File: config.mk
export PLATFORM = sky130hd
export DESIGN_NAME = gef_queue
export DESIGN_NICKNAME = d
export VERILOG_FILES = /design/src/sv/gef_pkg.sv /design/src/sv/gef_queue.sv
export SDC_FILE = /design/constraint.sdc
export NUM_CORES = 1
export LEC_CHECK = 0
export ABC_AREA = 1
export BUFFER_PORTS_ARGS = -buffer_cell sky130_fd_sc_hd__buf_2
export CORE_MARGIN = 8
export CORE_UTILIZATION = 50
export CTS_BUF_LIST = sky130_fd_sc_hd__clkbuf_2 sky130_fd_sc_hd__clkbuf_4 sky130_fd_sc_hd__clkbuf_8
export DETAILED_ROUTE_END_ITERATION = 8
export PLACE_DENSITY = 0.77
export SYNTH_ARGS = -nofsm -noshare
export SYNTH_HDL_FRONTEND = slang
export SYNTH_SLANG_ARGS = --single-unit
File: constraint.sdc
create_clock -name clk_i -period 9.3 [get_ports clk_i]
set_clock_uncertainty 0.1 [all_clocks]
set_input_delay 0.465 -clock clk_i [delete_from_list [all_inputs] [get_ports clk_i]]
set_output_delay 0.465 -clock clk_i [all_outputs]
set_load 0.05 [all_outputs]
File: src/sv/gef_pkg.sv
// Shared types and constants of the glowing edge filter.
package gef_pkg;
  localparam int unsigned MaxWidthDef  = 2048;
  localparam int unsigned MaxHeightDef = 4096;
  localparam int unsigned FwW = 12;
  localparam int unsigned FhW = 13;
  localparam int unsigned SwW = 4;
  localparam int unsigned CfgW = 13;
  localparam int unsigned PixW = 24;

  localparam logic [1:0] RegWidth  = 2'd0;
  localparam logic [1:0] RegHeight = 2'd1;
  localparam logic [1:0] RegWeight = 2'd2;

  // One result job: window columns and rows already picked.
  typedef struct packed {
    logic [PixW-1:0] tl, tc, tr, ml, mr, bl, bc, br;
    logic            run_end;
    logic            frame_end;
  } job_t;
endpackage

File: src/sv/gef_queue.sv
// Two-entry job queue between front and back.
module gef_queue (
  input  logic          clk_i,
  input  logic          rst_ni,
  input  logic          push_i,
  input  gef_pkg::job_t data_i,
  output logic          room_o,
  output logic          valid_o,
  output gef_pkg::job_t data_o,
  input  logic          pop_i
);
  import gef_pkg::*;
  job_t       mem_q [2];
  logic       wp_q, rp_q;
  logic [1:0] cnt_q;
  assign room_o  = cnt_q != 2'd2;
  assign valid_o = cnt_q != 2'd0;
  assign data_o  = mem_q[rp_q];
  always_ff @(posedge clk_i) if (push_i) mem_q[wp_q] <= data_i;
  always_ff @(posedge clk_i or negedge rst_ni) begin
    if (!rst_ni) begin
      wp_q <= 1'b0; rp_q <= 1'b0; cnt_q <= 2'd0;
    end else begin
      if (push_i) wp_q <= !wp_q;
      if (pop_i) rp_q <= !rp_q;
      cnt_q <= cnt_q + 2'(push_i) - 2'(pop_i);
    end
  end
endmodule

======== After elaboration in Yosys (flattened, before gate mapping) ========
Memory sizes are Yosys's and may differ from the RTL's.
Index checks and enable logic that the tools add are counted.
operators by class
  add/sub/neg operators ................... 2
  equal/unequal tests ..................... 1
  multiplexer cells ....................... 2
  reductions and logical operators ........ 3
operator list
  cell                                          count
  2-bit by 1-bit adder with 2-bit output        1
  1-bit logical NOT                             2
  1-bit two-way mux                             2
  2-bit inequality test, second input constant  1
  2-bit nonzero test                            1
  2-bit by 1-bit subtractor with 2-bit output   1
word-level totals
  input port bits ......................... 198
  memories ................................ 1
  register bits after elaboration ......... 4
  memory bits (writable) .................. 388
  output and inout port bits .............. 196
memory list
  memory  depth  width  rd ports  clocked after memory_dff  write ports  line             source
  mem_q   2      194    1         0                         1            gef_queue.sv:13  job_t mem_q [2];

======== Logic depth before layout (Yosys ltp) ========
  word-level depth ........................ 2
  mapped depth ............................ 7

======== Least setup slack after synthesis ========
Ideal clock, no wire load.
  path type ............................... input port to flip-flop
  start point ............................. in push_i
  end point ............................... mem mem_q[0][0] (netlist name), enable pin
  stages on the path ...................... 2
  data required time ...................... 8.443 ns
  path buffers ............................ 0
  slack ................................... -0.169 ns
  data arrival time ....................... 8.612 ns
  setup time .............................. 0.757 ns
  path through ............................ inv_1 > nor2_1
between the ends
  cells in the longest elaborated chain, start to end .. 2
RTL lines
  item                                     line             source
  start, declared                          gef_queue.sv:5   input logic push_i,
  1-bit two-way mux                        gef_queue.sv:19  always_ff @(posedge clk_i) if (push_i) mem_q[wp_q] <= data_i;
  1-bit two-way mux (implied by the code)  gef_queue.sv:19
  end, declared                            gef_queue.sv:13
Every way passes these cells.

==> run_results.csv <==
group,metric,value,unit
grt,grt_pass1_wl,60.2,mm
clock_network,clk_latency,0.60,ns
clock_network,cts_buffers,60,
die,boundaryPins,394,
power_and_ir_drop,powerDensity,347,mW/mm^2
setup_path,worst_ep_arrival_time,3.68,ns
setup_path,crit_fanout,114,
flow_run,drv_cap,0,
clock_network,postCtsSetupRepairBufs,0,
grt,grt_max_degree,142,
die,die_x,197,um
sta,fin_crit_sh,45.7,%
setup_path,crit_slowest_cell,"buf_4",
routing,initialDrtViolationCount,471,
placement,place_congestion,0.752,
final_layout,area_growth,32.2,%
routing,wl_per_cell,18.3,um
sta,tightest_slew,1.17,ns
sta,slew_headroom,22.3,%
clock_network,clkTransAtPathRegs,0.07,ns
power_and_ir_drop,leakagePower,9.28,nW
min_path,hold_class,"in -> async",
setup_path,cp-start-kind,"register",
routing,num_vias,10266,
sta,rsz0062_at_grt,"no",
grt,grt.total_usage,19.8,%
sta,setup_violations,0,
outcome,status,"complete, no violations",
die,die_area,0.0387,sq mm
placement,place_area,0.0184,sq mm
synthesis,postSynthCellCount,1038,
grt,grt_pass1_vias,11007,
sta,period_minus_slack,4.25,ns
final_layout,design_area,0.0216,sq mm
power_and_ir_drop,p_int,3.90,mW
placement,place.port_buffers,393,
power_and_ir_drop,p_sw,3.59,mW
clock_network,ctsHtreeMaxLevel,2,
final_layout,layout-drive-gt1-share,48.7,%
setup_path,max_stage_delay,0.82,ns
power_and_ir_drop,swShare,47.9,%
die,core-area,0.0324,sq mm
routing,drc,0,
synthesis,yosysWarnings,0,
clock_network,ctsHoldBuffers,197,
setup_path,cp-end-kind,"output port",
clock_network,cts.sinks,392,
placement,place_hpwl,23.0,mm
die,die_y,197,um
synthesis,syn_area,0.0163,sq mm
routing,vias_per_cell,4.78,
sta,fmax,235,MHz
routing,antenna_left,0,
routing,wirelength,39.3,mm
power_and_ir_drop,clkPwrFrac,18.7,%
synthesis,avgSynthCellArea,15.7,sq um
final_layout,nFillCells,2150,
clock_network,cts_resized,0,
grt,antenna_found_initial,6,
synthesis,ys_seq_elements,392,
clock_network,cts_buffer_depth,3,
sta,timing.setup.tns,0,ns
setup_path,critPathRequiredTime,8.74,ns
sta,final-hold-violation-count,0,
power_and_ir_drop,seqPwrFrac,33.5,%
clock_network,cts-root-buf,"clkbuf_8",
clock_network,cts_tree,"yes",
setup_path,crit_path_cell_trace,"buf_4 > buf_12 > nand2_1 > o21ai_1 > buf_2",
setup_path,timing_worst_setup_path_type,"reg -> out",
synthesis,synth_nets,1238,
sta,drv_slew,0,
synthesis,synth_cell_types,16,
synthesis,ys_seq_area_share,72.0,%
final_layout,layout_common_cells,"buf_2, edfxtp_1, inv_1, dlygate4sd3_1, o21ai_2",
power_and_ir_drop,combPwrFrac,47.8,%
die,initial_utilization,50.4,%
power_and_ir_drop,peakVddDrop,0.312,mV
grt,overflow,0,
final_layout,fin_nets,1855,
routing,drt-pass1-iter-count,5,
final_layout,layout_commonest_cell,"buf_2",
die,num_rows,66,
[power by group through the flow]
stage | registers, mW | logic [mW] | clock network, mW
global placement | 2.52 | 3.46 | 0
finish | 2.51 | 3.58 | 1.40
floorplan | 2.55 | 2.95 | 0
detailed placement | 2.53 | 3.49 | 0
global route | 2.53 | 3.76 | 1.50
CTS | 2.50 | 3.57 | 1.41
[synth_stat cells]
master	count	share of area, %
buf_12	19	2.3
buf_2	18	0.55
buf_4	2	0.092
buf_6	4	0.28
dfrtp_1	4	0.61
edfxtp_1	388	71
ha_1	2	0.15
inv_1	201	4.6
nand2_1	37	0.85
nand2_2	75	2.9
nand2_4	90	6.2
nand3_1	1	0.031
nor2_1	1	0.023
o21ai_1	24	0.74
o21ai_2	170	9.1
xor2_1	2	0.11
[path summary, 6_finish.rpt]
kind / start / endpoint / slack, ns / cells after the start
min: rst_ni / cnt_q[0]$_DFF_PN0_ / 0.09 / 2
max reg2reg: wp_q$_DFFE_PN0P_ / mem_q[0][66]$_DFFE_PP_ / 6.26 / 3
max in group asynchronous: rst_ni / rp_q$_DFFE_PN0P_ / 8.86 / 2
min reg2reg: wp_q$_DFFE_PN0P_ / wp_q$_DFFE_PN0P_ / 0.45 / 1
min in group clk_i: wp_q$_DFFE_PN0P_ / wp_q$_DFFE_PN0P_ / 0.45 / 1
max: rp_q$_DFFE_PN0P_ / data_o[175] / 5.05 / 5
[flip-flops by register name, summed over array words and instances, names as in the netlist]
signal / cells
wp_q: 1
cnt_q: 2
mem_q: 388
rp_q: 1
[layout make-up]
type	count	area [sq um]	share of cell area (%)
tap	442	553	2.56
antenna	7	17.5	0.0812
multi-input combinational	402	3290	15.2
sequential	392	11800	54.5
inverter	201	762	3.53
timing repair buffer	598	4020	18.7
clock inverter	30	181	0.841
clock buffer	77	991	4.59
[stage by stage]
stage	hold WS, ns	std cells	power [mW]	setup slack, ns	utilization, %
detailed placement	0.180	1838	6.03	5.78	56.9
CTS	0.0556	2142	7.48	5.11	66.6
global route	0.0552	2147	7.79	4.87	66.6
floorplan	0.0694	1038	5.50	3.22	-
global placement	0.180	1838	5.97	5.81	56.9
finish	0.0884	2149	7.49	5.05	66.6
[kinds of logic (layout without fill, tap and decap cells)]
logic type,after synthesis,after routing,synth area share (%)
AOI/OAI and AO/OA,194,194,9.86
xor gates and xnor gates,2,2,0.107
adders and majority gates,2,2,0.153
buffers and inverters,244,906,7.87
DFF,392,392,72.0
other,0,7,0
and+or+nand+nor,204,204,9.99
[layer usage]
metal / GRT usage (%) / part of all wire, % / vias up
li1: - / - / 4809
met1: 21.5 / 36 / 4921
met2: 35.6 / 52 / 446
met3: 6.50 / 8.8 / 90
met4: 7.94 / 3.3 / 0
met5: 0 / 0 / -
[worst max-delay path, delay by kind of cell, from the launching register on]
kind            cells  cell delay, ns
simple gates        1            0.14
flops               1            0.70
buf+inv             3            1.89
compound gates      1            0.16
(Power assumes the default switching activity.)
