<file path="src/sv/gef_pkg.sv">
// Shared types and constants of the glowing edge filter.
package gef_pkg;
  localparam int unsigned MaxWidthDef  = 2048;
  localparam int unsigned MaxHeightDef = 4096;
  localparam int unsigned FwW = 12;
  localparam int unsigned FhW = 13;
  localparam int unsigned SwW = 4;
  localparam int unsigned CfgW = 13;
  localparam int unsigned PixW = 24;

  localparam logic [1:0] RegWidth  = 2'd0;
  localparam logic [1:0] RegHeight = 2'd1;
  localparam logic [1:0] RegWeight = 2'd2;

  // One result job: window columns and rows already picked.
  typedef struct packed {
    logic [PixW-1:0] tl, tc, tr, ml, mr, bl, bc, br;
    logic            run_end;
    logic            frame_end;
  } job_t;
endpackage

</file>
<file path="src/sv/gef_back.sv">
// Back part: gradient, magnitude, rounding and output register.
module gef_back (
  input  logic                    clk_i,
  input  logic                    rst_ni,
  input  logic                    valid_i,
  input  gef_pkg::job_t           job_i,
  output logic                    pop_o,
  input  logic [gef_pkg::SwW-1:0] weight_i,
  output logic                    valid_o,
  input  logic                    stall_i,
  output logic [23:0]             pix_o,
  output logic                    run_end_o,
  output logic                    frame_end_o
);
  import gef_pkg::*;
  logic       adv;
  logic [7:0] res [3];
  assign adv   = !valid_o || !stall_i;
  assign pop_o = valid_i && adv;

  always_comb begin
    for (int ch = 0; ch < 3; ch++) begin
      logic signed [14:0] gx, gy, ax, ay;
      logic [15:0] s;
      logic [14:0] h;
      gx = 15'(signed'({1'b0, job_i.tr[8*ch +: 8]})) - 15'(signed'({1'b0, job_i.tl[8*ch +: 8]}))
         + signed'({1'b0, weight_i}) * (15'(signed'({1'b0, job_i.mr[8*ch +: 8]}))
         - 15'(signed'({1'b0, job_i.ml[8*ch +: 8]})))
         + 15'(signed'({1'b0, job_i.br[8*ch +: 8]})) - 15'(signed'({1'b0, job_i.bl[8*ch +: 8]}));
      gy = 15'(signed'({1'b0, job_i.bl[8*ch +: 8]})) - 15'(signed'({1'b0, job_i.tl[8*ch +: 8]}))
         + signed'({1'b0, weight_i}) * (15'(signed'({1'b0, job_i.bc[8*ch +: 8]}))
         - 15'(signed'({1'b0, job_i.tc[8*ch +: 8]})))
         + 15'(signed'({1'b0, job_i.br[8*ch +: 8]})) - 15'(signed'({1'b0, job_i.tr[8*ch +: 8]}));
      ax = gx < 0 ? -gx : gx;
      ay = gy < 0 ? -gy : gy;
      s = 16'(unsigned'(ax)) + 16'(unsigned'(ay));
      h = s[15:1] + 15'(s[0] & s[1]);
      res[ch] = h > 15'd255 ? 8'd255 : h[7:0];
    end
  end

  always_ff @(posedge clk_i or negedge rst_ni) begin
    if (!rst_ni) valid_o <= 1'b0;
    else if (adv) valid_o <= valid_i;
  end
  always_ff @(posedge clk_i) begin
    if (pop_o) begin
      pix_o <= {res[2], res[1], res[0]};
      run_end_o <= job_i.run_end;
      frame_end_o <= job_i.frame_end;
    end
  end
endmodule

</file>
<file path="config.mk">
export PLATFORM = sky130hd
export DESIGN_NAME = gef_back
export DESIGN_NICKNAME = d
export VERILOG_FILES = /design/src/sv/gef_pkg.sv /design/src/sv/gef_back.sv
export SDC_FILE = /design/constraint.sdc
export NUM_CORES = 1
export LEC_CHECK = 0
export BUFFER_PORTS_ARGS = -buffer_cell sky130_fd_sc_hd__buf_2
export CAP_MARGIN = 5
export CORE_MARGIN = 2
export CORE_UTILIZATION = 55
export CTS_CLUSTER_DIAMETER = 120
export DETAILED_ROUTE_END_ITERATION = 16
export HOLD_SLACK_MARGIN = 0.05
export PLACE_DENSITY_LB_ADDON = 0.25
export SYNTH_ARGS = -nofsm -noshare
export SYNTH_HDL_FRONTEND = slang
export SYNTH_SLANG_ARGS = --single-unit
</file>
<file path="constraint.sdc">
create_clock -name clk_i -period 2.78 [get_ports clk_i]
set_input_delay 0.417 -clock clk_i [delete_from_list [all_inputs] [get_ports clk_i]]
set_output_delay 0.417 -clock clk_i [all_outputs]
set_load 0.005 [all_outputs]
</file>
; ---- Word-level counts from Yosys, hierarchy flattened
; Cells that the tools add are included.
[word_totals]
ram_bits = 0
latchBits = 0
out_inout_bits = 28
wordCells = 76
mem_bits_ro = 0
in_bits = 202
register_bits = 27
mem_count = 0
[op_classes]
reduce_logical = 4
n_shift = 0
div = 0
mux = 6
add_sub_neg = 42
magnitude_cmp = 9
n_mul = 6
bitwise = 3
eq_ne = 0
[ops]
columns = cell, n
row1 = subtractor 8 x 8 -> 9 bit, 12
row2 = adder 15 x 9 -> 15 bit, 6
row3 = adder 9 x 14 -> 15 bit, 6
row4 = "< comparator 15 x 1 -> 1 bit, second input constant", 6
row5 = two-way mux 15 bit, 6
row6 = negation 15 bit, 6
row7 = subtractor 15 x 9 -> 15 bit, 6
row8 = multiplier 5 x 9 -> 14 bit, 6
row9 = adder 15 x 15 -> 16 bit, 3
row10 = adder 15 x 1 -> 15 bit, 3
row11 = "greater-than comparator 15 x 8 -> 1 bit, second input constant", 3
row12 = bitwise AND 1 bit, 3
row13 = zero test 1 bit, 2
row14 = logical AND 1 bit, 1
row15 = logical OR 1 bit, 1

; ---- Longest topological paths before layout
; Gate-level depths: netlist (run 1).
[depth]
depth_word = 11
depth_mapped = 40
ltp_nobuf = 38

; ---- Least setup slack after synthesis (run 1)
; No wires, ideal clock.
[synth_path]
path_kind = in2reg
startpoint = in job_i[34] (netlist name)
endpoint = reg pix_o[8], data pin
setup_time_ns = 0.276
arrival_ns = 8.348
path_stages = 39
path_buffers = 2
required_ns = 2.504
path_slack_ns = -5.844
path_cell_list = inv_1 ha_1 fa_1 nor2b_1 o21ai_0 nand2b_1 a21o_1 a21o_1 a21o_1 a21oi_1 and2_1 fa_1 inv_1 fa_1 inv_1 fa_1 inv_1 fa_1 [3 not listed] o21ai_0 o21ai_0 o22ai_1 xor2_1 clkbuf_1 nand2_1 xnor2_1 ha_1 buf_2 a21oi_1 o21ai_0 or3_1 o22ai_1 xor2_1 nor3b_1 o2111ai_1 o31ai_4 o211ai_1
[synth_via]
elab_chain_len = 11
word_cells_on_any_way = 12
cone_classes = add/sub (7) / mul (1) / order compare (2) / mux (1) / bitwise (1)
[synth_lines]
columns = element, line_no
row1 = "start, declared", gef_back.sv:6  ; input gef_pkg::job_t job_i,
row2 = subtractor 8 x 8 -> 9 bit *, gef_back.sv:32  ; - 15'(signed'({1'b0, job_i.tc[8*ch +: 8]})))
row3 = multiplier 5 x 9 -> 14 bit *, gef_back.sv:31  ; + signed'({1'b0, weight_i}) * (15'(signed'({1'b0, job_i.bc[8*ch +: 8]}))
row4 = adder 9 x 14 -> 15 bit *, gef_back.sv:31
row5 = adder 15 x 9 -> 15 bit *, gef_back.sv:33  ; + 15'(signed'({1'b0, job_i.br[8*ch +: 8]})) - 15'(signed'({1'b0, job_i.tr[8*ch +: 8]}));
row6 = subtractor 15 x 9 -> 15 bit *, gef_back.sv:33
row7 = negation 15 bit / < comparator 15 x 1 -> 1 bit (equally long branches), gef_back.sv:35  ; ay = gy < 0 ? -gy : gy;
row8 = two-way mux 15 bit *, gef_back.sv:35
row9 = adder 15 x 15 -> 16 bit *, gef_back.sv:36  ; s = 16'(unsigned'(ax)) + 16'(unsigned'(ay));
row10 = bitwise AND 1 bit, gef_back.sv:37  ; h = s[15:1] + 15'(s[0] & s[1]);
row11 = adder 15 x 1 -> 15 bit *, gef_back.sv:37
row12 = greater-than comparator 15 x 8 -> 1 bit, gef_back.sv:38  ; res[ch] = h > 15'd255 ? 8'd255 : h[7:0];
row13 = "end signal, assigned", gef_back.sv:48  ; pix_o <= {res[2], res[1], res[0]};
row14 = "end, declared", gef_back.sv:11  ; output logic [23:0] pix_o,
; Mark *: on every way between the ends. The rest lies on a longest branch, timed or not.
; A chain may end at the register's enable or synchronous reset.

; ---- Worst setup path in the final report (run 1)
[layout_path]
startpoint = in job_i[26] (netlist name)
endpoint = reg pix_o[0], data pin
; The elaborated chain is that of the path after synthesis.

==> results.txt, run 1 <==
Status = complete, but fails checks
Violated checks = setup timing
DR vias/cell = 5.27
Final Hold Fails = 0
HPWL Detailed = 55.9 mm
Area growth syn-to-layout = 42.0%
Max stage delay on crit path = 0.56 ns
Rel. slew slack = 0.629
Clk_lat worst skew = 0.29 ns
Post-synth EDFFs = 26
Die Y = 206 um
Pre-antenna DRT Iters = 5
Fill cell count = 2,526
Max H-tree Level = 1
Chip width = 206 um
GRT Total Usage = 0.319
Register Area = 806 um^2
Std-Cell Rows = 73
CP endpoint kind = flip-flop
FF+latch count, synth = 27
Period utilization = 3.08
Layout cells sized above 1 = 0.364
Final Cell Area = 0.0318 mm^2
HP Class = in -> reg
Initial antenna violation count = 3
CP max FO = 8
Total number of vias = 22,000
Worst Tran Pin Value = 0.553 ns
Largest net degree at the start of global routing = 26
Clock root buffer = clkbuf_16
Most frequent cells in the layout = 736 x buf_4, 595 x inv_1, 286 x fa_1
Max-Cap Viols = 0
IO buf count = 229
Setup violators final = 24
First-pass GRT wire length = 109 mm
Upper clock frequency limit = 117 MHz
Die ar. = 0.0423 mm^2
Ports = 230
Residual DRC count = 0
Post-synthesis sequential area ratio = 0.0360
Grt total ovfl = 0
Global placement routability congestion = 0.948
Drt wl/cell = 16.6 um
Hold_sp = job_i[1]
CP arrival = 8.61 ns
Critical-path top delay cell = fa_1
Async set or reset register ratio after synthesis = 0.0370
Required time of the critical path = 2.83 ns
Nets@finish = 4,480
Syn Area/Cell = 8.30 um^2
CTS tree = done
Post-Syn Nets = 3,528
Area of the multi-input gates = 0.0209 mm^2
Most common cell after layout, fill and taps aside = buf_4
Sinks on Clock Net = 27
Mapped Cells = 2,693
Vias in the first global route = 23,500
Final Util = 0.796
Yosys warning count = 0
RR Startpoint = valid_o
Worst Skew = 0.0160 ns
Final wirelength = 69.1 mm
Most frequent CP cell = fa_1
Max Buffers Root-to-Sink = 2
Core box area = 0.0399 mm^2
Cell variety after synth = 95
Syn Std Cell Area = 0.0224 mm^2
Final Slew Violations = 0
Initial Util = 0.560
Fin worst setup slack = -5.78 ns
Starting DRC count in detailed routing = 1,109
Startpoint Class = input pin
CP Launch Point = job_i[26]
Unrepaired setup endpoints after global routing = yes
Post-placement setup slack = -6.41 ns
Reg2reg setup slack = 1.23 ns
Dominant synthesized flop cell = edfxtp_1
Num CTS Buffers = 3
Clock transition at path regs = 0.09 ns
Final min period = 8.56 ns
Critical path type = in -> reg
Antenna viol nets, final = 0
Cell Area, Placed = 0.0296 mm^2
## cell type report
| type | instances | share of cell area |
|---|---|---|
| Antenna cell | 2 | 0.000158 |
| Clock buffer | 3 | 0.00236 |
| Clock inverter | 1 | 0.000236 |
| Inverter | 625 | 0.0748 |
| Multi-Input combinational cell | 2006 | 0.657 |
| Sequential cell | 27 | 0.0254 |
| Tap cell | 525 | 0.0207 |
| Timing Repair Buffer | 982 | 0.219 |
## synth_stat cells, types with 3 or more instances
master / instances / area (um^2)
and2_1: 90 / 563
or3_1: 18 / 113
o21a_1: 21 / 158
and3_1: 6 / 37.5
a41o_1: 4 / 40.0
or2_2: 4 / 25.0
a31oi_1: 13 / 81.3
o31ai_1: 5 / 37.5
nor3b_1: 4 / 30.0
a31o_2: 3 / 26.3
or3b_1: 4 / 35.0
o41ai_2: 3 / 48.8
a21oi_2: 8 / 70.1
nand3_1: 33 / 165
o21bai_1: 28 / 210
xor2_1: 109 / 955
nand2b_1: 55 / 344
nand3b_1: 8 / 60.1
clkbuf_1: 27 / 101
nor3_1: 29 / 145
edfxtp_1: 26 / 781
a21o_1: 63 / 473
nor4_1: 3 / 18.8
o21ai_0: 92 / 460
and4_1: 3 / 26.3
o211ai_1: 14 / 105
a211oi_1: 7 / 52.6
nand2_1: 218 / 818
mux2i_1: 4 / 40.0
fa_1: 303 / 6070
buf_2: 4 / 20.0
a21boi_0: 8 / 60.1
a21oi_1: 121 / 606
o2111ai_1: 6 / 52.6
or4_1: 6 / 45.0
a211o_1: 6 / 52.6
nor2_1: 75 / 282
xnor2_1: 154 / 1350
inv_1: 625 / 2350
a311oi_1: 3 / 26.3
nand4_1: 11 / 68.8
o22ai_1: 4 / 25.0
nor2b_1: 60 / 375
nor4b_1: 9 / 78.8
ha_1: 330 / 4130
## worst paths after layout
kind	endpoint	cells after the start
worst max-delay path	pix_o[0]	39
worst min-delay path	run_end_o	1
worst max register to register	pix_o[7]	2
worst min register to register	valid_o	1
max in group asynchronous	valid_o	2
min in group asynchronous	valid_o	2
## flip-flops by register name, indices dropped and copies added, names as in the netlist
name and cells:
pix_o 24, valid_o 1, run_end_o 1, frame_end_o 1
## worst max-delay path, delay by kind of cell
family / cells / cell delay (ns)
AO/OA/AOI/OAI: 13 / 2.68
AND/OR/NAND/NOR: 8 / 1.41
XOR/XNOR: 2 / 0.34
buffers and inverters: 8 / 0.60
adder cells (fa/ha/maj): 8 / 3.14
## cell families after synthesis
| family | share of synthesized area |
|---|---|
| AO/OA/AOI/OAI | 0.135 |
| adder cells (fa/ha/maj) | 0.456 |
| flip-flops | 0.0360 |
| multiplexers | 0.00280 |
| AND/OR/NAND/NOR | 0.153 |
| buffers and inverters | 0.112 |
| XOR/XNOR | 0.104 |
## timing repair
| item | CTS | global route |
|---|---|---|
| hold endpoints to repair | 1 | 0 |
| hold buffers | 1 | 0 |
| gates cloned | 3 | 0 |
| buffers inserted | 47 | 34 |
| gates resized for setup | 150 | 141 |
| pin swaps | 143 | 111 |
| endpoints found under the setup margin | 24 | 24 |
## stage by stage
stage,TNS (ns),hold WS [ns],cells
2_1_floorplan,-131.04,0.121,2693
3_3_place_gp,-143.86,0.193,4082
3_5_place_dp,-148.32,0.193,4082
4_1_cts,-131.34,0.308,4137
5_1_grt,-143.80,0.314,4171
6_report,-135.81,0.311,4171
## per-layer routing
| metal | vias up | share of wire | GRT usage |
|---|---|---|---|
| li1 | 10500 | - | - |
| met1 | 10600 | 0.41 | 0.380 |
| met2 | 701 | 0.50 | 0.590 |
| met3 | 204 | 0.052 | 0.0360 |
| met4 | 2 | 0.039 | 0.114 |
| met5 | - | 0.00019 | 0 |
Power of run 1 is left out: the tool's default activity adds up to more than one toggle a clock period on the data nets, which glitch-free logic cannot reach.
==> run 2: changes to the inputs <==
--- a/config.mk
+++ b/config.mk
@@ -8,7 +8,7 @@
 export BUFFER_PORTS_ARGS = -buffer_cell sky130_fd_sc_hd__buf_2
 export CAP_MARGIN = 5
 export CORE_MARGIN = 2
-export CORE_UTILIZATION = 55
+export CORE_UTILIZATION = 30
 export CTS_CLUSTER_DIAMETER = 120
 export DETAILED_ROUTE_END_ITERATION = 16
 export HOLD_SLACK_MARGIN = 0.05
==> results.txt, run 2 (synthesis results as in run 1) <==
Critical-path top delay cell = fa_1
Final wirelength = 64.4 mm
Residual DRC count = 0
Most frequent CP cell = fa_1
Max H-tree Level = 1
Core box area = 0.0741 mm^2
Hold path depth = 1
Hold_sp = job_i[1]
CP arrival = 8.49 ns
Clock root buffer = clkbuf_16
Ports = 230
GRT Total Usage = 0.171
Period utilization = 3.04
Setup violators final = 24
Global placement routability congestion = 0.868
Upper clock frequency limit = 118 MHz
Rel. slew slack = 0.646
Vias in the first global route = 21,100
Layout cells sized above 1 = 0.366
Grt total ovfl = 0
RR Startpoint = valid_o
Final Hold Fails = 0
Pre-antenna DRT Iters = 5
Area growth syn-to-layout = 45.1%
Required time of the critical path = 2.82 ns
Sinks on Clock Net = 27
Max-Cap Viols = 0
Num CTS Buffers = 3
Status = complete, but fails checks
Die ar. = 0.0768 mm^2
Worst R2R End = pix_o[3]
HP Class = in -> reg
CP max FO = 7
DR vias/cell = 4.42
Startpoint Class = input pin
IO buf count = 229
Reg2reg path depth = 2
CP Launch Point = job_i[42]
Violated checks = setup timing
Max reg flops = 24
HPWL Detailed = 57.8 mm
Antenna viol nets, final = 0
CTS tree = done
Max Buffers Root-to-Sink = 2
Initial antenna violation count = 8
First-pass GRT wire length = 106 mm
Starting DRC count in detailed routing = 598
Final min period = 8.45 ns
Nets@finish = 4,510
Die Y = 277 um
Std-Cell Rows = 100
Post-placement setup slack = -6.57 ns
Unrepaired setup endpoints after global routing = yes
Reg2reg setup slack = 1.32 ns
Initial Util = 0.302
CP endpoint kind = flip-flop
Fin worst setup slack = -5.67 ns
Final Slew Violations = 0
Worst Skew = 0.00998 ns
Top reg by flops = pix_o
Critical path type = in -> reg
Clk_lat worst skew = 0.30 ns
Drt wl/cell = 13.9 um
Largest net degree at the start of global routing = 35
Most common cell after layout, fill and taps aside = buf_4
Clock transition at path regs = 0.09 ns
Total number of vias = 20,500
Worst Tran Pin Value = 0.526 ns
Most frequent cells in the layout = 752 x buf_4, 602 x inv_1, 292 x ha_1
Max stage delay on crit path = 0.49 ns
Chip width = 277 um
CP endpoint = pix_o[22]
-- run 2: worst min-delay path by stage --
| stage | to | slack [ns] |
|---|---|---|
| 2_1_floorplan | valid_o | 0.12 |
| 3_3_place_gp | valid_o | 0.19 |
| 3_5_place_dp | valid_o | 0.20 |
| 4_1_cts | run_end_o | 0.29 |
| 5_1_grt | frame_end_o | 0.29 |
| 6_report | run_end_o | 0.29 |
-- run 2: cell type report --
type / count / area (um^2)
flip-flops and latches: 27 / 806
well taps: 969 / 1210
inverters: 625 / 2370
diodes: 3 / 7.51
clock buffers: 3 / 75.1
fillers: 7463 / 41600
clock inverters: 1 / 7.51
multi-input cells: 2006 / 20700
repair buffers: 1012 / 7270
-- run 2: through the flow --
step,TNS [ns],instances,instance area (um^2),utilization,hold WS (ns)
after floorplan,-131.04,2693,22900,-,0.121
after global placement,-149.94,4561,30400,0.411,0.193
after detailed placement,-151.14,4561,30400,0.411,0.196
after CTS,-132.82,4619,31700,0.428,0.286
after global routing,-142.58,4643,32500,0.438,0.290
final,-132.19,4646,32500,0.438,0.291
-- run 2: layer usage --
metal  GRT usage  vias to the layer above  wire (um)
met5           0                        -         57
met1       0.234                     9633      30700
li1            -                    10600          -
met4      0.0308                       10        980
met3      0.0176                       43       2400
met2       0.293                      299      30300
-- run 2: worst max-delay path, delay by kind of cell --
family                   cells  cell delay [ns]
adder cells (fa/ha/maj)      8             2.98
AO/OA/AOI/OAI               14             2.50
buffers and inverters       10             0.94
AND/OR/NAND/NOR              6             0.94
XOR/XNOR                     4             0.71
-- run 2: what timing repair did --
item	4_1_cts	5_1_grt
setup endpoints to repair	24	24
gates cloned	4	0
buffers inserted	51	24
gates resized for setup	169	120
hold buffers	1	0
endpoints found under the hold margin	1	0
pin swaps	157	92
Power of run 2 is left out for the same reason.
